File: config.mk
export PLATFORM = sky130hd
export DESIGN_NAME = mhsq_div
export DESIGN_NICKNAME = d
export VERILOG_FILES = /design/src/sv/mhsq_pkg.sv /design/src/sv/mhsq_div.sv
export SDC_FILE = /design/constraint.sdc
export NUM_CORES = 1
export LEC_CHECK = 0
export BUFFER_PORTS_ARGS = -buffer_cell sky130_fd_sc_hd__buf_2
export CORE_ASPECT_RATIO = 0.5
export CORE_MARGIN = 5
export CORE_UTILIZATION = 40
export CTS_CLUSTER_SIZE = 40
export DETAILED_ROUTE_END_ITERATION = 7
export PLACE_DENSITY = 0.73
export SLEW_MARGIN = 15
export SYNTH_ARGS = -nofsm -noshare
export SYNTH_HDL_FRONTEND = slang
export SYNTH_SLANG_ARGS = --single-unit
File: constraint.sdc
create_clock -name clk_i -period 3.3 [get_ports clk_i]
set_input_delay 0.66 -clock clk_i [delete_from_list [all_inputs] [get_ports clk_i]]
set_output_delay 0.66 -clock clk_i [all_outputs]
set_load 0.01 [all_outputs]
File: src/sv/mhsq_pkg.sv
// shared constants and helpers for the single query attention block
package mhsq_pkg;
  localparam int unsigned DimMaxDefault    = 64;
  localparam int unsigned BlocksMaxDefault = 16;
  localparam int unsigned HeadsMaxDefault  = 8;
  localparam int unsigned Log2eQ16         = 94548;

  localparam logic [2:0] RegDim   = 3'd0;
  localparam logic [2:0] RegHeads = 3'd1;
  localparam logic [2:0] RegBlks  = 3'd2;
  localparam logic [2:0] RegQuery = 3'd3;
  localparam logic [2:0] RegScale = 3'd4;

  function automatic logic [16:0] pow2_tab(input logic [4:0] k);
    logic [16:0] t;
    unique case (k)
      5'd0:  t = 17'd65536;
      5'd1:  t = 17'd62757;
      5'd2:  t = 17'd60097;
      5'd3:  t = 17'd57549;
      5'd4:  t = 17'd55109;
      5'd5:  t = 17'd52773;
      5'd6:  t = 17'd50535;
      5'd7:  t = 17'd48392;
      5'd8:  t = 17'd46341;
      5'd9:  t = 17'd44376;
      5'd10: t = 17'd42495;
      5'd11: t = 17'd40693;
      5'd12: t = 17'd38968;
      5'd13: t = 17'd37316;
      5'd14: t = 17'd35734;
      5'd15: t = 17'd34218;
      default: t = 17'd32768;
    endcase
    return t;
  endfunction

  typedef struct packed {
    logic        start;
    logic [47:0] num;
    logic [31:0] den;
  } div_req_t;
endpackage

File: src/sv/mhsq_div.sv
// restoring divider, one quotient bit per cycle
module mhsq_div
  import mhsq_pkg::*;
(
  input  logic        clk_i,
  input  logic        rst_ni,
  input  div_req_t    req_i,
  output logic        done_o,
  output logic [47:0] quot_o
);
  logic [5:0]  cnt_q, cnt_d;
  logic        busy_q, busy_d;
  logic [47:0] quo_q, quo_d;
  logic [32:0] rem_q, rem_d;
  logic [31:0] den_q, den_d;
  logic [32:0] trial;

  always_comb begin
    cnt_d = cnt_q;
    busy_d = busy_q;
    quo_d = quo_q;
    rem_d = rem_q;
    den_d = den_q;
    done_o = 1'b0;
    trial = {rem_q[31:0], quo_q[47]};
    if (req_i.start) begin
      busy_d = 1'b1;
      cnt_d = 6'd0;
      quo_d = req_i.num;
      rem_d = '0;
      den_d = req_i.den;
    end else if (busy_q) begin
      if (trial >= {1'b0, den_q}) begin
        rem_d = trial - {1'b0, den_q};
        quo_d = {quo_q[46:0], 1'b1};
      end else begin
        rem_d = trial;
        quo_d = {quo_q[46:0], 1'b0};
      end
      cnt_d = cnt_q + 6'd1;
      if (cnt_q == 6'd47) begin
        busy_d = 1'b0;
        done_o = 1'b1;
      end
    end
  end

  // final quotient is valid while done_o is high
  assign quot_o = quo_d;

  always_ff @(posedge clk_i or negedge rst_ni) begin
    if (!rst_ni) begin
      cnt_q <= '0;
      busy_q <= 1'b0;
    end else begin
      cnt_q <= cnt_d;
      busy_q <= busy_d;
    end
  end

  always_ff @(posedge clk_i) begin
    quo_q <= quo_d;
    rem_q <= rem_d;
    den_q <= den_d;
  end
endmodule

Word-level counts from Yosys, hierarchy flattened
Index checks and enable logic that the tools add are counted.

word-level totals
  input bits = 83
  bits in registers = 119

operators by class
  multiplexer cells = 12
  reduce and logical (&&, ||, !) cells = 1
  order comparisons = 1
  eq/ne operators = 1
  $add $sub $neg = 2

operator list
  operator                                                        number
  48-bit two-way mux                                              2
  33-bit by 32-bit greater-or-equal comparator with 1-bit output  1
  32-bit two-way mux                                              1
  32-bit subtractor                                               1
  6-bit two-way mux                                               2
  1-bit two-way mux                                               7
  6-bit by 1-bit adder with 6-bit output, second input constant   1
  6-bit == test, second input constant                            1
  2-bit nonzero test                                              1

Longest topological paths before layout
Gate-level depths: netlist (run 1).

  word-level depth = 4
  mapped depth = 14
  depth with buffers taken out = 12

Least setup slack after synthesis (run 1)
No wires, ideal clock.

  kind = reg-to-output
  start = register den_q[8]
  end = output port quot_o[0]
  buffers on the path = 3
  setup slack = 0.212 ns
  arrival = 2.428 ns
  cell stages (with the launch flop) = 15
  required time = 2.640 ns
  cell sequence = edfxtp_1 -> inv_1 -> ha_1 -> buf_4 -> a21oi_1 -> nand2_1 -> o21ai_1 -> o31ai_2 -> a211oi_4 -> a21oi_2 -> nor2_2 -> buf_6 -> buf_6 -> a211oi_1 -> a21o_1

between the ends
  word-level cells in the longest chain between the ends = 4

ends and longest elaborated chain
  what                                                            RTL line        text
  start: declaration                                              mhsq_div.sv:15  logic [31:0] den_q, den_d;
  start signal: assignment                                        mhsq_div.sv:64  den_q <= den_d;
  33-bit by 32-bit greater-or-equal comparator with 1-bit output  mhsq_div.sv:33  if (trial >= {1'b0, den_q}) begin
  1-bit two-way mux                                               mhsq_div.sv:33
  48-bit two-way mux                                              mhsq_div.sv:32  end else if (busy_q) begin
  48-bit two-way mux                                              mhsq_div.sv:26  if (req_i.start) begin
  end: declaration                                                mhsq_div.sv:9   output logic [47:0] quot_o

Every way passes these cells.

Final worst setup path (run 1)
  start = register den_q[26]
  end = output port quot_o[0]

Same word-level chain as after synthesis.

==> key figures, run 1 <==
Status
  • Status: finished, violations left
  • Violated checks: setup timing

Die
  • Die W: 192 um
  • Chip height: 101 um
  • Initial Util: 0.406
  • Ports: 132
  • Placeable Area: 16400 sq um
  • Row cnt: 33
  • Die area: 19400 sq um

Global routing
  • GR Overflow Total: 0
  • Largest net degree at the start of global routing: 61
  • Initial antenna violation count: 0
  • First-pass GRT wire length: 27100 um
  • Gr usage total: 0.172
  • Vias in the first global route: 5798

Critical path
  • CP Max Fanout: 7
  • Critical path's largest stage delay: ~0.37 ns
  • Setup crit start kind: flop
  • Crit. End Element: output pin
  • Data required, critical path: 2.64 ns
  • Family with the most delay on the worst path: compound AO/OA/AOI/OAI gates
  • Worst path slowest cell: edfxtp_1
  • Most Frequent Cell on Critical Path: a21oi_1
  • Critical Path, Cell by Cell: inv_1, ha_4, buf_4, a21oi_1, o211ai_1, a21oi_1, nor2b_1, o31ai_1, a21oi_2, nor2_4, a211oi_2, a21o_1, buf_2
  • Critical path class: reg2out
  • Buf/Inv on CP: 3
  • Worst EP arrival: roughly 2.8 ns

Finish
  • Commonest non-fill, non-tap cell in the layout: buf_2
  • Nets@finish: 995
  • Share of cells above drive strength 1: 0.302
  • Layout area overhead: 31.4%
  • Design Area, Final: 8730 sq um
  • Highest-count cells in the layout ignoring fill and taps: buf_2, nand2_1, dfxtp_1
  • N_diodes: 0

Route
  • Routed vias/inst: 5.21
  • Total length of routed wires: between 15000 and 20000 um
  • Drt wl/cell: ~15 um
  • Iteration count of the initial detailed-routing pass: 6
  • Final antenna-violating net count: 0
  • Residual DRC count: 0
  • Initial drt markers: about 330
  • Via count: 5823

Synthesis
  • Synth top area cells: dfxtp_1, edfxtp_1, mux2i_1, ha_1, nand2_1
  • #FFs+latches synth: 119
  • Area leader, netlist: dfxtp_1
  • Post-Syn Area: between 6000 and 7000 sq um
  • Mean Syn Cell Area: 9.16 sq um
  • Syn Nets: 842
  • Number of synthesized flops with an enable pin: 32
  • Netlist cell types: 69
  • Sequential share of the synthesized area: 0.412
  • Top_reg_cell synth: dfxtp_1
  • Async SR Flop Fraction: 0.0588
  • Share of the synthesized area in the top cell type: 0.241
  • Gate Count Post-Synth: 725
  • Yosys warning count: 0

Power
  • Leak: 4.21 nW
  • VDD IR max: 465 uV
  • PD cells: 792 nW/um^2
  • Total power: approximately 6.9 mW

Job
  • Max-Cap Viols: 0

Clock network
  • CTS Hold Bufs: 0
  • CTS H-Tree Depth: 4
  • Worst-Skew Late Latency: 0.42 ns
  • CTS tree: done
  • CTS max path bufs: 2
  • Num CTS Buffers: 17
  • Clock transition at the registers of the reported paths: 0.06 ns
  • Clock root cell: clkbuf_16
  • Sink Count: about 120

Timing
  • Post-route clock period utilization: 1.03
  • Slew headroom: 0.507
  • Setup TNS: -0.110 ns
  • Post-layout min period: 3.41 ns
  • Final Hold Vio Count: 0
  • PnR worst setup slack: -0.110 ns
  • # setup viols final: 1
  • Fmax: 293 MHz
  • Layout Skew: approximately 0.012 ns
  • Unrepaired setup endpoints after global routing: yes
  • Fin. max-slew vios: 0
  • Worst Tran Pin Value: 0.740 ns

Min path
  • Hold WC Path Type: in2async

Placement
  • Placed instance area: between 7000 and 8000 sq um
  • # port buffers: 131
  • Placer congestion estimate: between 0.8 and 0.9
  • DP HPWL: about 11000 um
-- cell families after synthesis --
group,Yosys count,synth area share
fa+ha+maj,34,0.0652
compound gates,176,0.170
mux,75,0.113
xor+xnor,29,0.0382
flops,119,0.412
buf+inv,82,0.0537
simple gates,210,0.147
-- cell usage after synthesis (all sizes together) (2+ instances only) --
| library cell | instances |
|---|---|
| o21ai | 64 |
| nor4 | 3 |
| a211o | 2 |
| o2111ai | 2 |
| dfrtp | 7 |
| xnor2 | 16 |
| and3 | 2 |
| o22ai | 5 |
| a41oi | 2 |
| o21a | 5 |
| or4 | 2 |
| inv | 40 |
| a31oi | 5 |
| o21bai | 2 |
| nand3b | 2 |
| a21oi | 38 |
| dfxtp | 80 |
| a21o | 4 |
| mux2 | 2 |
| nor2 | 60 |
| o31ai | 3 |
| buf | 15 |
| edfxtp | 32 |
| mux2i | 73 |
| a2111oi | 2 |
| or3 | 5 |
| nor2b | 6 |
| a211oi | 25 |
| clkbuf | 27 |
| nand3 | 16 |
| xor2 | 13 |
| nor3 | 7 |
| a311oi | 6 |
| nand2b | 7 |
| nand2 | 85 |
| o211ai | 3 |
| ha | 33 |
| nand4 | 8 |
-- report_power, final --
part	internal (mW)	total [mW]	switching (mW)	leakage [nW]
registers	1.77	1.98	0.216	1.07
clock network	1.21	1.95	0.743	0.297
logic	1.39	2.98	1.59	2.84
total	4.36	6.91	2.55	4.21
-- routing by layer --
layer,GRT usage,part of all wire,vias to the layer above
met4,0.0685,0.021,0
met2,0.280,0.48,182
li1,-,-,2914
met3,0.0457,0.060,34
met1,0.219,0.44,2693
met5,0,0,-
-- cell type report --
type                       instances  area [sq um]
inverter                          40           150
clock buffer                      17           425
tap                              227           284
sequential                       119          2740
fill                            1477          7620
timing repair buffer             176          1050
clock inverter                    15           191
multi-input combinational        524          3880
-- flip-flops by register name, indices dropped and copies added, names as in the netlist --
signal and flops:
busy_q 1, cnt_q 6, den_q 32, quo_q 48
rem_q 32
-- final timing paths --
path | depth (start not counted) | start | to | slack (ns)
setup / recovery | 13 | den_q[26] | quot_o[0] | -0.11
hold / removal | 1 | rst_ni | cnt_q[5] | 0.07
setup reg to reg | 22 | den_q[18] | rem_q[31] | 0.02
hold reg to reg | 2 | rem_q[3] | rem_q[4] | 0.49
max in group asynchronous | 1 | rst_ni | busy_q | 3.05
min in group clk_i | 1 | req_i[9] | den_q[9] | 0.41
-- through the flow --
stage | setup slack (ns) | cells | hold slack, ns | utilization
6_report | -0.110 | 1118 | 0.0689 | 0.534
5_1_grt | -0.247 | 1118 | 0.0704 | 0.534
4_1_cts | -0.142 | 1115 | 0.0552 | 0.523
3_5_place_dp | 0.154 | 1061 | 0.492 | 0.462
3_3_place_gp | 0.231 | 1061 | 0.484 | 0.462
2_1_floorplan | 0.212 | 725 | 0.364 | -
-- repair_timing --
action | 4_1_cts | 5_1_grt
hold endpoints to repair | 0 | 0
setup buffers | 22 | 4
pin swaps | 15 | 19
gates resized for setup | 30 | 33
setup endpoints to repair | 1 | 20
No activity file was read; power rests on OpenSTA's default activity.
==> run 2, diff against run 1 <==
--- a/config.mk
+++ b/config.mk
@@ -8,10 +8,11 @@
 export BUFFER_PORTS_ARGS = -buffer_cell sky130_fd_sc_hd__buf_2
 export CORE_ASPECT_RATIO = 0.5
 export CORE_MARGIN = 5
-export CORE_UTILIZATION = 40
+export CORE_UTILIZATION = 45
 export CTS_CLUSTER_SIZE = 40
 export DETAILED_ROUTE_END_ITERATION = 7
-export PLACE_DENSITY = 0.73
+export HOLD_SLACK_MARGIN = 0.02
+export PLACE_DENSITY = 0.79
 export SLEW_MARGIN = 15
 export SYNTH_ARGS = -nofsm -noshare
 export SYNTH_HDL_FRONTEND = slang
==> constraint.sdc (replaced) <==
create_clock -name clk_i -period 4.22 [get_ports clk_i]
set_input_delay 0.844 -clock clk_i [delete_from_list [all_inputs] [get_ports clk_i]]
set_output_delay 0.844 -clock clk_i [all_outputs]
set_load 0.01 [all_outputs]
==> run 2 against run 1 <==
The run now ends clean. Die area decreased by 10%. Highest routed layer unchanged. Core utilization increased by 2.0 points. Non-clock buffer count is 37 lower. Sequential cell count is the same. Sequential power is 23% lower. First-iteration DRC count is 19% lower. Critical endpoint unchanged.
==> key figures, run 2 (synthesis results as in run 1) <==
Die
  • Die area: 17400 sq um (-10%)
  • Die W: 182 um (-5.4%)
  • Chip height: 95.9 um (-5.2%)
  • Row cnt: 31 (-6.1%)
  • Placeable Area: 14500 sq um (-12%)
  • Initial Util: 0.459 (+0.0529)
  • Ports: 132 (unchanged)

Route
  • Iteration count of the initial detailed-routing pass: 5 (-1)
  • Final antenna-violating net count: 0 (unchanged)
  • Initial drt markers: 268 (-19%)
  • Routed vias/inst: 5.34 (+2.6%)
  • Residual DRC count: 0 (unchanged)
  • Via count: 5619 (-3.5%)
  • Total length of routed wires: 15000 um (-10%)
  • Drt wl/cell: 14.2 um (-4.8%)

Clock network
  • Worst-Skew Late Latency: 0.41 ns (about the same)
  • Clock root cell: clkbuf_16
  • Num CTS Buffers: 17 (unchanged)
  • CTS Hold Bufs: 0 (unchanged)
  • CTS H-Tree Depth: 4 (unchanged)
  • Sink Count: 119 (unchanged)
  • CTS tree: done
  • CTS max path bufs: 2 (unchanged)
  • # Post-CTS Setup Buffers: 0 (-100%)
  • CTS resizes: 0 (-100%)
  • Clock transition at the registers of the reported paths: 0.06 ns (about the same)

Global routing
  • Initial antenna violation count: 0 (unchanged)
  • Gr usage total: 0.172 (about the same)
  • GR Overflow Total: 0 (unchanged)
  • Largest net degree at the start of global routing: 77 (+26%)
  • First-pass GRT wire length: 24700 um (-9.0%)
  • Vias in the first global route: 5445 (-6.1%)

Power
  • Internal: 3.12 mW (-28%)
  • Total power: 4.95 mW (-28%)
  • Leak: 3.98 nW (-5.4%)
  • PD cells: 618 nW/um^2 (-22%)
  • VDD IR max: 316 uV (-32%)
  • NetSw: 1.84 mW (-28%)
  • Clock power share: 0.299 (+0.017)
  • Switching share of total power: 0.371 (+0.00149)
  • Sequential share of power: 0.306 (+0.019)
  • Part of the power in combinational logic: 0.395 (-0.036)

Critical path
  • CP Max Fanout: 9 (+2)
  • Worst path slowest cell: ha_1
  • Family with the most delay on the worst path: compound AO/OA/AOI/OAI gates
  • Setup crit start kind: flop
  • Critical path class: reg2out
  • Critical Path, Cell by Cell: inv_1, ha_1, a21oi_1, nand3_1, nor3_2, o31ai_2, a211oi_4, a21oi_2, nor2_4, a211oi_1, a21o_1, buf_2
  • Data required, critical path: 3.38 ns (+0.74 ns)
  • Critical path's largest stage delay: 0.39 ns (+0.02 ns)
  • Buf/Inv on CP: 2 (-1)
  • Crit. End Element: output pin
  • R2R Setup Slk: 0.89 ns (+0.87 ns)
  • Worst EP arrival: 2.98 ns (+0.23 ns)

Finish
  • Share of cells above drive strength 1: 0.224 (-0.0783)
  • N_diodes: 0 (unchanged)
  • Area of the multi-input gates: 3550 sq um (-8.5%)
  • Largest Register: quo_q
  • Fill cell count: 1274 (-14%)
  • Layout area overhead: 20.6%
  • Largest register FFs: 48 (unchanged)
  • Nets@finish: 958 (-3.7%)
  • Commonest non-fill, non-tap cell in the layout: buf_2
  • Storage element area: 2740 sq um (about the same)
  • Highest-count cells in the layout ignoring fill and taps: buf_2, nand2_1, dfxtp_1
  • Regs by FF count: quo_q x48, den_q x32, rem_q x32

Placement
  • Placer congestion estimate: 0.915 (+3.3%)
  • DP HPWL: 10700 um (-6.4%)
  • # port buffers: 131 (unchanged)

Timing
  • Setup TNS: 0 ns (+0.110 ns)
  • Post-route clock period utilization: 0.906
  • Post-layout min period: 3.82 ns
  • Unrepaired setup endpoints after global routing: no
  • Worst Tran Pin Value: 0.874 ns (+0.134 ns)
  • Slew headroom: 0.417 (-0.0890)
  • Fmax: between 200 and 300 MHz
  • # setup viols final: 0 (-1)
  • Layout Skew: 0.00753 ns (-0.00418 ns)
  • Fin. max-slew vios: 0 (unchanged)
  • Final Hold Vio Count: 0 (unchanged)

Job
  • Max-Cap Viols: 0 (unchanged)

Status
  • Status: finished, final reports clean

Min path
  • Hold WC Path Type: in2async
run 2: cell count changes in the layout (fill, tap and decap cells not counted), sizes merged:
cell      delta
inv          +6
clkinv       -3
buf         -37
clkinvlp     -2
bufinv       -1
run 2: metal layers:
| metal | vias to the layer above | part of all wire | track usage |
|---|---|---|---|
| li1 | 2834 | - | - |
| met1 | 2597 | 0.45 | 0.216 |
| met2 | 173 | 0.47 | 0.288 |
| met3 | 15 | 0.068 | 0.0472 |
| met4 | 0 | 0.012 | 0.0637 |
| met5 | - | 0 | 0 |
run 2: power groups by stage:
stage / combinational (mW) / clock [mW] / sequential (mW)
2_1_floorplan: 1.58 / 0 / 1.50
4_1_cts: 1.94 / 1.51 / 1.51
3_3_place_gp: 1.87 / 0 / 1.53
5_1_grt: 2.17 / 1.57 / 1.54
3_5_place_dp: 1.91 / 0 / 1.54
6_report: 1.96 / 1.48 / 1.52
run 2: metrics by stage:
step	cells	setup WS (ns)	util	hold WS [ns]	instance area [sq um]
floorplan	725	0.948	-	0.471	6640
global placement	1020	0.943	0.512	0.487	7410
detailed placement	1020	0.849	0.512	0.495	7410
CTS	1052	0.394	0.554	0.244	8010
global route	1052	0.130	0.554	0.250	8010
finish	1052	0.398	0.554	0.254	8010
run 2: final timing paths:
kind	from	to	cells after the start
worst max-delay path	den_q[10]	quot_o[0]	12
worst min-delay path	rst_ni	cnt_q[1]	1
worst max register to register	quo_q[47]	rem_q[30]	12
worst min register to register	rem_q[6]	rem_q[6]	2
max in group asynchronous	rst_ni	busy_q	1
min in group clk_i	rem_q[6]	rem_q[6]	2
run 2: cell type report:
class                   instances  share of cell area
clock buffers                  17              0.0531
multi-input cells             524               0.443
flip-flops and latches        119               0.342
clock inverters                15              0.0220
inverters                      40              0.0187
repair buffers                139              0.0896
well taps                     198              0.0309
